<file path="src/dms_pkg.sv">
// shared types, widths and register codes of the dijet mass and eta gap selector
`timescale 1ns / 1ps
`default_nettype none

package dms_pkg;

  localparam int MOM_W     = 20;
  localparam int E_W       = 19;
  localparam int ETA_W     = 14;
  localparam int GAP_W     = 14;
  localparam int MASS_W    = 19;
  localparam int TALLY_W   = 7;
  localparam int CFG_W     = 19;
  localparam int CFG_IDX_W = 1;

  localparam int SUM_W = MOM_W + 1;
  localparam int SQ_W  = 2 * SUM_W;
  localparam int M2_W  = SQ_W + 2;
  localparam int THR_W = 2 * MASS_W;

  localparam int MAX_JETS_DEF = 16;
  localparam int QUEUE_DEPTH  = 4;

  localparam logic [GAP_W-1:0]   MIN_ETA_GAP_RST   = 14'd3584;
  localparam logic [MASS_W-1:0]  MIN_PAIR_MASS_RST = 19'd10400;
  localparam logic [TALLY_W-1:0] TALLY_MAX         = 7'd127;

  localparam logic [CFG_IDX_W-1:0] REG_MIN_ETA_GAP   = 1'b0;
  localparam logic [CFG_IDX_W-1:0] REG_MIN_PAIR_MASS = 1'b1;

  typedef struct packed {
    logic [MOM_W-1:0] x;
    logic [MOM_W-1:0] y;
    logic [MOM_W-1:0] z;
    logic [E_W-1:0]   e;
    logic [ETA_W-1:0] eta;
  } jet_t;

  typedef struct packed {
    jet_t jet;
    logic present;
    logic last;
  } item_t;

endpackage

`default_nettype wire

</file>
<file path="src/dms_if.sv">
// request channels of the selector: jets in, event results out
`timescale 1ns / 1ps
`default_nettype none

interface dms_in_if import dms_pkg::*; ();
  logic             valid;
  logic             ready;
  logic             jet_present;
  logic [MOM_W-1:0] mom_x;
  logic [MOM_W-1:0] mom_y;
  logic [MOM_W-1:0] mom_z;
  logic [E_W-1:0]   jet_energy;
  logic [ETA_W-1:0] pseudorapidity;
  logic             last_jet;

  modport source (output valid, jet_present, mom_x, mom_y, mom_z, jet_energy,
                  pseudorapidity, last_jet, input ready);
  modport sink (input valid, jet_present, mom_x, mom_y, mom_z, jet_energy,
                pseudorapidity, last_jet, output ready);
endinterface


`default_nettype wire

</file>
<file path="src/dms_front.sv">
// front end: takes jet requests, drops empty non-closing ones, queues the rest
`timescale 1ns / 1ps
`default_nettype none

module dms_front import dms_pkg::*; (
  input  logic  clk,
  input  logic  rst,
  dms_in_if.sink jets,
  output item_t q_item,
  output logic  q_valid,
  input  logic  q_pop
);

  localparam int PTR_W = (QUEUE_DEPTH > 1) ? $clog2(QUEUE_DEPTH) : 1;
  localparam int CNT_W = $clog2(QUEUE_DEPTH + 1);

  item_t            fifo [QUEUE_DEPTH];
  logic [PTR_W-1:0] wptr;
  logic [PTR_W-1:0] rptr;
  logic [CNT_W-1:0] count;
  logic             accept;
  logic             push;
  logic             pop;
  item_t            in_item;

  assign jets.ready = (count != CNT_W'(QUEUE_DEPTH));
  assign accept     = jets.valid && jets.ready;
  // an item with no jet that does not close the event changes nothing
  assign push       = accept && (jets.jet_present || jets.last_jet);
  assign pop        = q_pop && q_valid;

  always_comb begin
    in_item.jet.x   = jets.mom_x;
    in_item.jet.y   = jets.mom_y;
    in_item.jet.z   = jets.mom_z;
    in_item.jet.e   = jets.jet_energy;
    in_item.jet.eta = jets.pseudorapidity;
    in_item.present = jets.jet_present;
    in_item.last    = jets.last_jet;
  end

  assign q_valid = (count != '0);
  assign q_item  = fifo[rptr];

  always_ff @(posedge clk) begin
    if (push) begin
      fifo[wptr] <= in_item;
    end
  end

  always_ff @(posedge clk) begin
    if (rst) begin
      wptr  <= '0;
      rptr  <= '0;
      count <= '0;
    end else begin
      if (push) begin
        wptr <= (wptr == PTR_W'(QUEUE_DEPTH - 1)) ? '0 : wptr + 1'b1;
      end
      if (pop) begin
        rptr <= (rptr == PTR_W'(QUEUE_DEPTH - 1)) ? '0 : rptr + 1'b1;
      end
      unique case ({push, pop})
        2'b10:   count <= count + 1'b1;
        2'b01:   count <= count - 1'b1;
        default: count <= count;
      endcase
    end
  end

endmodule

`default_nettype wire

</file>
<file path="src/flat_wrapper.sv">
// flat-port wrapper written by rule: the top's interface ports become plain ports
module dms_front_flat import dms_pkg::*;
  (clk, rst, q_item, q_valid, q_pop, jets_valid, jets_jet_present, jets_mom_x, jets_mom_y, jets_mom_z, jets_jet_energy, jets_pseudorapidity, jets_last_jet, jets_ready);
  dms_in_if jets_i ();
  input  logic clk;
  input  logic rst;
  output item_t q_item;
  output logic q_valid;
  input  logic q_pop;
  input wire logic [$bits(jets_i.valid)-1:0] jets_valid;
  input wire logic [$bits(jets_i.jet_present)-1:0] jets_jet_present;
  input wire logic [$bits(jets_i.mom_x)-1:0] jets_mom_x;
  input wire logic [$bits(jets_i.mom_y)-1:0] jets_mom_y;
  input wire logic [$bits(jets_i.mom_z)-1:0] jets_mom_z;
  input wire logic [$bits(jets_i.jet_energy)-1:0] jets_jet_energy;
  input wire logic [$bits(jets_i.pseudorapidity)-1:0] jets_pseudorapidity;
  input wire logic [$bits(jets_i.last_jet)-1:0] jets_last_jet;
  output wire logic [$bits(jets_i.ready)-1:0] jets_ready;
  assign jets_i.valid = jets_valid;
  assign jets_i.jet_present = jets_jet_present;
  assign jets_i.mom_x = jets_mom_x;
  assign jets_i.mom_y = jets_mom_y;
  assign jets_i.mom_z = jets_mom_z;
  assign jets_i.jet_energy = jets_jet_energy;
  assign jets_i.pseudorapidity = jets_pseudorapidity;
  assign jets_i.last_jet = jets_last_jet;
  assign jets_ready = jets_i.ready;
  dms_front u_core (.clk(clk), .rst(rst), .jets(jets_i), .q_item(q_item), .q_valid(q_valid), .q_pop(q_pop));
endmodule
</file>
<file path="config.mk">
export PLATFORM = sky130hd
export DESIGN_NAME = dms_front_flat
export DESIGN_NICKNAME = d
export VERILOG_FILES = /design/src/dms_pkg.sv /design/src/dms_if.sv /design/src/dms_front.sv /design/src/flat_wrapper.sv
export SDC_FILE = /design/constraint.sdc
export NUM_CORES = 1
export LEC_CHECK = 0
export BUFFER_PORTS_ARGS = -buffer_cell sky130_fd_sc_hd__buf_4
export CORE_ASPECT_RATIO = 1.75
export CORE_MARGIN = 5
export CORE_UTILIZATION = 51
export DETAILED_ROUTE_END_ITERATION = 16
export HOLD_SLACK_MARGIN = 0.1
export PLACE_DENSITY = 0.75
export RECOVER_POWER = 25
export SLEW_MARGIN = 20
export SYNTH_ARGS = -nofsm -noshare
export SYNTH_HDL_FRONTEND = slang
export SYNTH_SLANG_ARGS = --single-unit
</file>
<file path="constraint.sdc">
create_clock -name clk -period 3.5 [get_ports clk]
set_clock_uncertainty 0.05 [all_clocks]
set_input_delay 0.7 -clock clk [delete_from_list [all_inputs] [get_ports clk]]
set_output_delay 0.7 -clock clk [all_outputs]
set_load 0.02 [all_outputs]
</file>
==> results, run 1 <==
- After routing the design area is 0.0172 mm^2.
- The detailed router finished its first iteration with 364 violations.
- TritonCTS built the clock tree.
- After filler insertion, the fill cell instance count of the layout stands at 1,967.
- The capture point of the critical path is q_item[13].
- The clock tree buffer depth is 3.
- Setup repair after global routing left no endpoint under its margin.
- The die is 231 um tall.
- The completed layout was analyzed and its total power is 0.0124 W.
- Across all register-to-register paths, the minimum setup slack is 1.13 ns.
- Of all nets on the critical path, the largest fanout is 26.
- In this run the tool buffered the top-level ports with 195 buffer cells.
- The final hold slack is 0.341 ns.
- The worst setup path is launched from a flip-flop.
- The ratio of final minimum period to clock period is 0.869.
- Of the total synthesized cell area, the portion taken by XOR and XNOR cells is 0.00123.
- Internal power comes to 0.00911 W.
- The number of cells traversed by the worst register-to-register path is 9.
- The class of the most critical setup path is flip-flop to primary output.
- The number of clock buffers added by TritonCTS is 35.
- The core region is 0.0278 mm^2.
- The sink count of the clock tree is 389.
- The H-tree was split into 2 levels.
- The fraction of the mapped netlist area in simple logic gates is 0.00624.
- The detailed placer's ending HPWL is 18.6 mm.
- The setup TNS is 0 ns.
- The share of the yosys chip area belonging to registers is 0.814.
- The share of total power dissipated in sequential elements is 0.455.
- The post-cts gate resize count is 0.
- Of the total synthesized cell area, the portion taken by full adders, half adders and majority gates is 0.00668.
- The main combinational cell family by area after synthesis is multiplexers.
- In this run, synthesis produced a sequential element count of 389.
- The post-synthesis cell type count is 24.
- The share of power burned in the clock network is 0.306.
- The leakage power summed over all cells is 5.57 nW.
- The leftover overflow at the end of global routing is 0.
- The transition time at the pin with the least slew margin is 0.638 ns.
- The maximum number of pins on one net before global-route repair is 53.
- The floorplan step defined a die boundary enclosing 0.0315 mm^2.
- The flow ran to the end, and the final reports show no timing, DRC or antenna violations.
- The relative slew slack is 0.571.
- Counting every instance in the synthesized netlist gives 552.
- The total number of vias is 6,526.
- For this design the ratio of total power to cell area is 722 mW/mm^2.
- The worst setup path is captured at a primary output.
- The area growth from synthesis to layout is 20.6%.
- The remaining antenna violation count after routing is 0.
- The via count of the first global-routing pass is 7,282.
- The global-route wire length before repair is 43.5 mm.
- In the final routed layout, each cell accounts on average for 24.2 um.
- The synthesis warning total is 0.
- For this block, the routed nets add up to 28.6 mm of wire.
- Of the cells placed in the final design, the portion with a size suffix greater than 1 is 0.376.
- The complex-gate fraction of the synthesized area was 0.00404.
- The post-layout utilization of the core is 0.618.
- The floorplan step set the die width to 136 um.
- After detailed routing, the number of vias per cell comes to 5.52.
- The worst flop-to-flop path endpoint is u_core.count[2].
- For this configuration, the core starts out at a cell density of 0.513.
- At the later pin of the worst-skew pair, clock insertion delay measures 0.51 ns.
- The summed instance area of the synthesized netlist is 0.0142 mm^2.
- The arrival time at the worst endpoint is 2.29 ns.
- In the routed design, unresolved DRC markers number 0.
- After the last flow step, the layout net total stands at 885.
- The multiplexer share of the synthesized area is 0.151.
- In this run the worst hold path is classified as input pin to flip-flop.
- Summed over all nets, the switching power comes to 0.00329 W.
- Once placement finished, the instance area stood at 0.0162 mm^2.
- The register area is 0.0116 mm^2.
- The number of antenna violations at the first check in global routing is 5.
- The total track usage is 0.188.
- The floorplan has 81 rows.
- Hold repair after CTS inserted 0 buffers.
- The final setup violation count is 0.
- The global placer's final weighted congestion is 0.766.
- IR analysis of the VDD net gives a maximum drop of 0.000632 V.
- Once the clock tree was built, the setup fixing pass inserted 0 buffers.
- The worst path required time is 2.75 ns.
- The final hold violation count was 0.
- After clock tree synthesis, the clock-pin slew on the worst setup and hold paths is 0.06 ns.
- The number of pins exceeding their max-slew limit in the final report is 0.
- The total area of multi-input combinational cells is 0.00243 mm^2.
- The first-pass iteration count of the detailed router is 4.
- The post-synth net total is 658.
- The combinational share of power is 0.239.
- The library cell used as clock root buffer is clkbuf_16.
- The net switching share of the total power is 0.266.
- For the finished layout, the period the worst path requires is 3.04 ns.
- The fmax is 329 MHz.
- The total I/O pin count is 196.
- In this run the critical register-to-register path is launched from u_core.count[2].
- Across the run, the number of max-cap violations was 0.
- A synthesized cell averages 25.8 um^2.
## synth_stat cells
cell      number  share of area
edfxtp_1     380           0.80
mux4_2        95           0.15
buf_2         11         0.0039
dfxtp_1        9          0.013
inv_1          8         0.0021
buf_12         6         0.0084
ha_1           6         0.0053
nor2_1         5         0.0013
a21oi_1        4         0.0014
and3_1         4         0.0018
clkbuf_1       4         0.0011
o21ai_0        3         0.0011
or3_1          3         0.0013
nand3_1        2        0.00070
o31ai_1        2         0.0011
xor2_1         2         0.0012
buf_1          1        0.00026
buf_6          1        0.00079
fa_1           1         0.0014
mux2i_1        1        0.00070
nand2_1        1        0.00026
nor3_1         1        0.00035
nor3b_1        1        0.00053
o21a_1         1        0.00053
## cell families after synthesis
group,Yosys count
DFF,389
muxes,96
buffers and inverters,31
and+or+nand+nor,17
AOI/OAI and AO/OA,10
adders and majority gates,7
xor gates and xnor gates,2
## placed cells by master (no fill, tap or decap), types with 4 or more instances in the layout
cell         n
buf_12      10
a21oi_1      4
ha_1         6
dfxtp_1      7
diode_2      5
inv_1        8
clkbuf_1    71
clkbuf_16   37
nor2_1       5
buf_4      140
clkinv_2     6
bufinv_16    4
mux4_2      95
edfxtp_1   380
and3_4       4
## worst max-delay path: stages, from the launching register on
cell	delay, ns
dfxtp_4	0.73
buf_4	0.28
mux4_2	0.57
buf_4	0.19
## per-stage QoR
step                setup slack [ns]  std cells
CTS                            0.362       1177
detailed placement             0.884       1115
global route                   0.286       1181
global placement               0.954       1115
finish                         0.460       1182
floorplan                      0.909        552
## layout make-up
class | instances | share of cell area
Clock buffer | 45 | 0.0557
Antenna cell | 5 | 0.000729
Timing Repair Buffer | 213 | 0.0866
Clock inverter | 17 | 0.0112
Inverter | 8 | 0.00175
Tap cell | 373 | 0.0272
Multi-Input combinational cell | 132 | 0.141
Sequential cell | 389 | 0.675
## power groups by stage
stage	Clock, W	Sequential, W	Combinational (W)
2_1_floorplan	0	0.00562	0.00197
3_3_place_gp	0	0.00571	0.00298
3_5_place_dp	0	0.00575	0.00305
4_1_cts	0.00390	0.00565	0.00306
5_1_grt	0.00411	0.00567	0.00316
6_report	0.00380	0.00564	0.00296
## sequential cells by signal, indices dropped and copies added (netlist names), named ones only
signal,flops
u_core.count,3
u_core.wptr,2
u_core.fifo,380
u_core.rptr,2
## worst min-delay path by stage
stage,start,endpoint,slack (ns),cells after the start
floorplan,u_core.rptr[0],flip-flop,0.41,2
global placement,u_core.rptr[0],flip-flop,0.41,2
detailed placement,u_core.rptr[0],flip-flop,0.42,2
CTS,jets_jet_energy[17],u_core.fifo[3][33],0.31,1
global route,jets_jet_energy[8],u_core.fifo[1][24],0.33,1
finish,jets_mom_y[9],u_core.fifo[0][64],0.34,1
## layer usage
layer  track usage  part of all wire
met4        0.0782             0.033
met5             0                 0
met3        0.0426             0.061
met2         0.340              0.56
met1         0.211              0.34
Power figures use the tool's default switching activity.
==> run 2: changes to the inputs <==
CTS_BUF_LIST = sky130_fd_sc_hd__clkbuf_8 sky130_fd_sc_hd__clkbuf_16   (was not set)
==> run 2 against run 1 <==
Critical path depth is the same. Largest cell class unchanged. Combinational power is essentially flat. Via count shrank 0.34%. Count of clock-buffer cells in the layout shrank 8. Non-clock buffer count is the same.
==> results, run 2 (synthesis results as in run 1) <==
- The initial utilization of the core area, before any placement, comes to 0.513.
- The largest registers in the layout are u_core.fifo (380), u_core.count (3).
- Timing would allow up to 330 MHz.
- Counting both buffers and inverters, the worst setup path holds a total of 2.
- The layout-stage area growth over the synthesis result is 20.6%.
- The quantity of I/O buffers inserted on ports is 195.
- The routed design could run at a clock period as short as 3.03 ns.
- Measured against its own limit, the worst slew margin works out to 0.569.
- Entering global routing, the biggest net connects 53 pins.
- The maximum fanout encountered on the critical timing path is 26.
- After detailed routing, the average wire length per cell comes to 24.2 um.
- Post-CTS timing repair inserted 0 buffers for setup.
- The first-pass iteration count of the detailed router is 4.
- The power density over cell area is 721 mW/mm^2.
- Setup repair after global routing left no endpoint under its margin.
- The cell repeated most along the worst path is buf_4.
- The via count of the first global-routing pass is 7,282.
- In this design, the stage delay of the slowest critical-path cell is 0.73 ns.
- The clock tree synthesis step divided the H-tree into 2 levels.
- For this run, design rule violations remaining after detail routing come to 0.
- The number of antenna violations at the first check in global routing is 5.
- TritonCTS built the clock tree.
- After floorplanning, the core was sized to cover 0.0278 mm^2.
- Post-CTS repair changed the size of 0 cells.
- The worst flop-to-flop path endpoint is u_core.count[2].
- Adding up every negative setup slack in the final design gives 0 ns.
- The remaining antenna violation count after routing is 0.
- The arrival time at the worst endpoint is 2.28 ns.
- In this run, the number of DRC markers left after iteration 0 of detailed routing was 377.
- The signal on the critical path passes through buf_4 > mux4_2 > buf_4.
- The detailed placer's ending HPWL is 18.6 mm.
- STA classifies the critical path startpoint as a flip-flop.
- The first global-routing pass estimated 43.5 mm of wire.
- The top cell types in the final layout, fill and taps aside, are edfxtp_1 (380), buf_4 (139), mux4_2 (95), clkbuf_1 (64), clkbuf_16 (37).
- The die covers 0.0315 mm^2.
- STA classifies the critical path endpoint as a primary output.
- In the final layout, the share of cells above drive strength 1 is 0.374.
- The final setup violation count is 0.
- The floorplan has 81 rows.
- Leaving out fill and tap cells, the most frequent cell in the layout is edfxtp_1.
- The critical-path cell with the highest stage delay is dfxtp_4.
- The leakage power summed over all cells is 5.60 nW.
- The worst register-to-register path begins at u_core.count[2].
- Routability-driven placement finished with a final weighted congestion of 0.766.
- The post-layout utilization of the core is 0.618.
- The number of cells on the worst reg-to-reg path is 9.
- The register with the most flip-flops in the layout has 380 of them.
- The clock passes through at most 3 buffers.
- The peak supply drop is 0.000632 V.
- Summed over all layers, the global routing overflow is 0.
- The tool flagged a number of max-cap violations equal to 0.
- 196 I/O pins were placed.
- The final wirelength is 28.6 mm.
- The total track usage is 0.188.
- The register name with the most flops is u_core.fifo.
- The internal reg-to-reg setup slack is 1.10 ns.
- The worst path required time is 2.75 ns.
- The library cell used as clock root buffer is clkbuf_16.
- The number of CTS-inserted buffers is 35.
- The class of the tightest hold or removal check is input pin to flip-flop.
- Counting instances, the worst hold path has a depth of 1.
- In this run the most critical hold path is launched from jets_mom_y[9].
- The die is 136 um wide.
- The class of the most critical setup path is flip-flop to primary output.
- The clock drives 389 sinks.
- The final hold violation count is 0.
- Dividing the detail-routed via count by the number of cells gives 5.50.
- The clock latency at the later pin of the worst-skew pair is 0.51 ns.
- In this design, the largest share of critical-path delay is due to flip-flops.
- Clock-pin slew was measured on the worst setup and hold paths at 0.07 ns.
- In the final design database the tool counted 885 nets.
- For this design, the CTS-stage hold fixing added 0 buffers.
- The die height is 231 um.
- The flow ran to the end, and the final reports show no timing, DRC or antenna violations.
- The final hold slack is 0.342 ns.
- The number of pins exceeding their max-slew limit in the final report is 0.
- The transition time at the pin with the least slew margin is 0.641 ns.
- Dividing the final minimum period by the clock period gives 0.867.
- Summing over every cut layer, the via total after detailed routing is 6,504.
- For hold timing, the worst endpoint is u_core.fifo[0][64].
run 2: worst reg2reg max path: stages (launching register included):
cell and delay (ns):
dfxtp_1 0.40, nor3b_1 0.40, nor2_1 0.14, inv_1 0.08, ha_1 0.19, inv_1 0.09, fa_1 0.37, xor2_1 0.16
or3_1 0.31, a21oi_1 0.15
run 2: worst max-delay path by stage:
| stage | from | slack (ns) | depth (start not counted) | end |
|---|---|---|---|---|
| global placement | flip-flop | 0.95 | 3 | q_item[75] |
| finish | flip-flop | 0.47 | 3 | q_item[75] |
| detailed placement | jets_last_jet | 0.88 | 10 | u_core.count[2] |
| CTS | flip-flop | 0.36 | 3 | q_item[75] |
| global route | flip-flop | 0.29 | 3 | q_item[75] |
| floorplan | jets_last_jet | 0.91 | 2 | u_core.fifo[0][0] |
run 2: per-stage QoR:
stage          area (um^2)  power (W)  std cells  setup slack [ns]
2_1_floorplan        14200    0.00759        552             0.909
3_3_place_gp         16200    0.00869       1115             0.954
3_5_place_dp         16200    0.00880       1115             0.884
4_1_cts              17400     0.0126       1177             0.362
5_1_grt              17200     0.0129       1181             0.286
6_report             17200     0.0124       1182             0.467
run 2: metal layers:
layer	GRT usage	vias up	part of all wire
met3	0.0426	51	0.057
met2	0.340	195	0.56
met5	0	-	0
met1	0.211	3437	0.35
li1	-	2821	-
met4	0.0782	0	0.032
run 2: cell type report:
type / instances / area [um^2]
clock inverters: 25 / 223
clock buffers: 37 / 926
repair buffers: 213 / 1480
flip-flops and latches: 389 / 11600
well taps: 373 / 467
inverters: 8 / 30.0
diodes: 5 / 12.5
multi-input cells: 132 / 2430
fillers: 1969 / 10600
run 2: where the power goes:
| group | internal (W) | switching, W | leakage (nW) |
|---|---|---|---|
| registers | 0.00546 | 0.000176 | 3.54 |
| clock network | 0.00221 | 0.00157 | 0.588 |
| logic | 0.00141 | 0.00155 | 1.47 |
